--- config.mk ---
export PLATFORM = sky130hd
export DESIGN_NAME = ppct_front
export DESIGN_NICKNAME = d
export VERILOG_FILES = /design/src/hdl/ppct_pkg.sv /design/src/hdl/ppct_front.sv
export SDC_FILE = /design/constraint.sdc
export NUM_CORES = 1
export LEC_CHECK = 0
export CAP_MARGIN = 10
export CORE_AREA = 2 2 142 199
export DETAILED_ROUTE_END_ITERATION = 7
export DIE_AREA = 0 0 144 201
export DONT_BUFFER_PORTS = 1
export GPL_TIMING_DRIVEN = 0
export SLEW_MARGIN = 20
export SYNTH_ARGS = -nofsm -noshare
export SYNTH_HDL_FRONTEND = slang
export SYNTH_SLANG_ARGS = --single-unit
export TNS_END_PERCENT = 30
--- constraint.sdc ---
create_clock -name clk -period 3.8 [get_ports clk]
set_clock_uncertainty 0.15 [all_clocks]
set_input_delay 0.38 -clock clk [delete_from_list [all_inputs] [get_ports clk]]
set_output_delay 0.38 -clock clk [all_outputs]
set_load 0.02 [all_outputs]
--- src/hdl/ppct_pkg.sv ---
// ----------------------------------------------------------------------------
// ppct_pkg: shared types and codes for the channel pair table.
// Holds the command and status codes and the beat structs.
// ----------------------------------------------------------------------------
package ppct_pkg;

  typedef enum logic [2:0] {
    CMD_CREATE = 3'd0,
    CMD_RETAIN = 3'd1,
    CMD_CLOSE  = 3'd2,
    CMD_READ   = 3'd3,
    CMD_WRITE  = 3'd4,
    CMD_POLL   = 3'd5,
    CMD_ARM    = 3'd6,
    CMD_CANCEL = 3'd7
  } cmd_t;

  localparam logic [2:0] ST_OK      = 3'd0;
  localparam logic [2:0] ST_INVALID = 3'd1;
  localparam logic [2:0] ST_NOSPACE = 3'd2;
  localparam logic [2:0] ST_BLOCK   = 3'd3;
  localparam logic [2:0] ST_HANGUP  = 3'd4;

  typedef struct packed {
    logic [2:0]  cmd;
    logic [7:0]  slot_index;
    logic        end_side;
    logic [31:0] handle_gen;
    logic [7:0]  data_byte;
    logic [63:0] waiter_id;
    logic        last_in_transfer;
  } in_beat_t;

  typedef struct packed {
    logic [2:0]  status;
    logic [7:0]  read_byte;
    logic [7:0]  new_slot;
    logic [31:0] new_gen;
    logic        readable;
    logic        peer_gone;
    logic        wake_valid;
    logic [63:0] wake_id;
    logic        last_echo;
  } out_beat_t;

  // Back end sequencer states.
  typedef enum logic [1:0] {
    BK_IDLE = 2'd0,
    BK_EXEC = 2'd1,
    BK_RING = 2'd2
  } bk_state_t;

endpackage

--- src/hdl/ppct_front.sv ---
// ----------------------------------------------------------------------------
// ppct_front: command intake
// Takes command beats into a two entry queue that feeds the back end.
// ----------------------------------------------------------------------------
module ppct_front (
  input  logic               clk,
  input  logic               rst_n,
  input  logic               start,
  output logic               busy,
  input  ppct_pkg::in_beat_t in_beat,
  output logic               q_valid,
  output ppct_pkg::in_beat_t q_beat,
  input  logic               q_pop
);

  ppct_pkg::in_beat_t ent_r [2];
  logic               rd_ptr_r, rd_ptr_nxt;
  logic               wr_ptr_r, wr_ptr_nxt;
  logic [1:0]         cnt_r, cnt_nxt;
  logic               push;

  assign busy    = (cnt_r == 2'd2);
  assign push    = start && !busy;
  assign q_valid = (cnt_r != 2'd0);
  assign q_beat  = ent_r[rd_ptr_r];

  // Queue pointer and count update.
  always_comb begin
    rd_ptr_nxt = rd_ptr_r ^ q_pop;
    wr_ptr_nxt = wr_ptr_r ^ push;
    cnt_nxt    = cnt_r + {1'b0, push} - {1'b0, q_pop};
  end

  always_ff @(posedge clk) begin
    if (!rst_n) begin
      rd_ptr_r <= 1'b0;
      wr_ptr_r <= 1'b0;
      cnt_r    <= 2'd0;
    end else begin
      rd_ptr_r <= rd_ptr_nxt;
      wr_ptr_r <= wr_ptr_nxt;
      cnt_r    <= cnt_nxt;
    end
  end

  // Queue storage.
  always_ff @(posedge clk) begin
    if (push) begin
      ent_r[wr_ptr_r] <= in_beat;
    end
  end

endmodule

==> reports/qor.yml <==
post_cts_buffers: 0
vias_per_cell: 4.41
max_freq_mhz: 438
routed-wl-met2_um: 9440
ios: 240
wirelength_um: 17400
setup_viol: 0
ant_nets: 0
status: "finished clean"
fin_nets: 660
cts_root_buffer: "clkbuf_16"
initial_core_util: 0.322
power.density_nw_per_um2: 616
finalCritPeriodShare: 0.601
final_cell_mix: "edfxtp_1 (234), dlygate4sd3_1 (120), mux2_2 (87)"
wire_per_inst_um: 18.8
synth.avg_cell_area_um2: 22.7
met1Wirelength_um: 6110
grt-ovfl-total: 0
grt_pass1_vias: 4556
startpoint_type: "register"
drive_above_1_share: 0.307
worst_pin_slew_ps: 380
num_rows: 72
cts_resized: 0
ys_warn_count: 0
period_minus_slack_ps: 2280
min_path_type: "in -> reg"
fin_tns_setup_ps: 0
grt_setup_unrepaired: "no"
p_leak_nw: 3.83
grt_pass1_wl_um: 25700
ys_seq_area_frac: 0.810
hpwlAfterDp_um: 11400
wl_met3_um: 1190
syn_area_um2: 8800
area_growth_pct: 28.8
crit_type: "reg -> out"
core_region_area_um2: 27300
antenna_found_initial: 4
dr.pass1.iters: 4
hold_viol: 0
clock_path_buffers: 3
fp.dieH_um: 201
cts.sinks: 239
final_common_cell: "edfxtp_1"
die_x_um: 144
final_max_slew_viol_count: 0
gp_congestion: 0.700
synth.distinct_cells: 15
htree_num_levels: 1
worstSkewPairLatency_ps: 510
cts_tree: "yes"
drc: 0
maxSlewHeadroom: 0.747
cap_violations: 0
topRoutingLayerUsed: "met5"
numCtsBuffers: 22
grt_max_degree: 54
required_ps: 3270
critical_path_arrival_ps: 1750
port_buffers: 0
synth_cells: 387
fin_hold_ws_ps: 147
fillers: 2363
crit_path_end_kind: "primary output"
track_usage: 0.117
yosys_register_bits: 239
path_clk_slew_ps: 70
die_area_um2: 28900
first_iter_violations: 173
vias: 4071
ir_drop_mv: 0.445
synth_nets: 512
cp_max_fo: 10
-- registers in the layout (all words and copies together), names as in the netlist, named ones only --
register and count:
cnt_r 2, ent_r 234, wr_ptr_r 1, rd_ptr_r 1
-- critical path, cell delays in order (launching register included) --
cell,delay (ps)
dfxtp_1,320
buf_6,160
buf_2,300
mux2_2,450
-- layout make-up --
| class | instances | area (um^2) | share of cell area |
|---|---|---|---|
| Antenna cell | 2 | 5.00 | 0.000442 |
| Buffer | 13 | 96.3 | 0.00850 |
| Clock buffer | 27 | 591 | 0.0521 |
| Clock inverter | 13 | 140 | 0.0124 |
| Inverter | 3 | 11.3 | 0.000993 |
| Multi-Input combinational cell | 132 | 1590 | 0.140 |
| Sequential cell | 239 | 7130 | 0.629 |
| Tap cell | 370 | 463 | 0.0408 |
| Timing Repair Buffer | 124 | 1310 | 0.116 |
-- kinds of logic (layout without fill, tap and decap cells) --
logic type / Yosys count / count (layout) / synth area share
xor gates and xnor gates: 2 / 2 / 0.00355
and+or+nand+nor: 9 / 9 / 0.00611
DFF: 239 / 239 / 0.810
other: 0 / 2 / 0
adders and majority gates: 4 / 4 / 0.00569
buffers and inverters: 16 / 180 / 0.0122
muxes: 117 / 117 / 0.163
-- cell usage after synthesis (all sizes together) --
cell type  count  area, um^2
xnor3          1        22.5
edfxtp       234        7030
nand2b         1        6.26
dfxtp          5         100
nor2b          2        12.5
xor2           1        8.76
or2            1        6.26
ha             4        50.1
buf           13        96.3
nand2          1        3.75
inv            3        11.3
and2           4        25.0
mux2         117        1430
-- repair_timing --
action / in CTS / in global routing
hold buffers: 120 / 0
setup endpoints to repair: 0 / 0
endpoints found under the hold margin: 239 / 0
-- worst paths after layout --
| check | start | to | slack (ps) | cells past startpoint |
|---|---|---|---|---|
| setup reg to reg | cnt_r[0] | ent_r[0][85] | 1780 | 4 |
| hold / removal | q_pop | cnt_r[1] | 150 | 3 |
| hold reg to reg | rd_ptr_r | rd_ptr_r | 450 | 2 |
| setup / recovery | register | q_beat[58] | 1520 | 3 |
-- power breakdown --
part           switching [mW]  internal [mW]
Combinational           0.825          0.466
Sequential             0.0928           3.37
Clock                   0.914           1.31
-- metrics by stage --
stage / cells / cell area (um^2) / utilization / power, mW / setup WS [ps]
6_report: 923 / 11300 / 0.415 / 6.98 / 1520
5_1_grt: 923 / 11300 / 0.415 / 7.26 / 1420
4_1_cts: 921 / 11300 / 0.415 / 7.06 / 1450
3_5_place_dp: 761 / 9400 / 0.344 / 4.72 / 1810
3_3_place_gp: 757 / 9260 / 0.339 / 4.67 / -1540
2_1_floorplan: 387 / 8800 / - / 4.45 / -187
-- routing by layer --
metal / up-vias / GRT usage
met3: 47 / 0.0313
met2: 161 / 0.222
met5: - / 0
met4: 4 / 0.0487
li1: 1829 / -
met1: 2030 / 0.119
(Power assumes the default switching activity.)
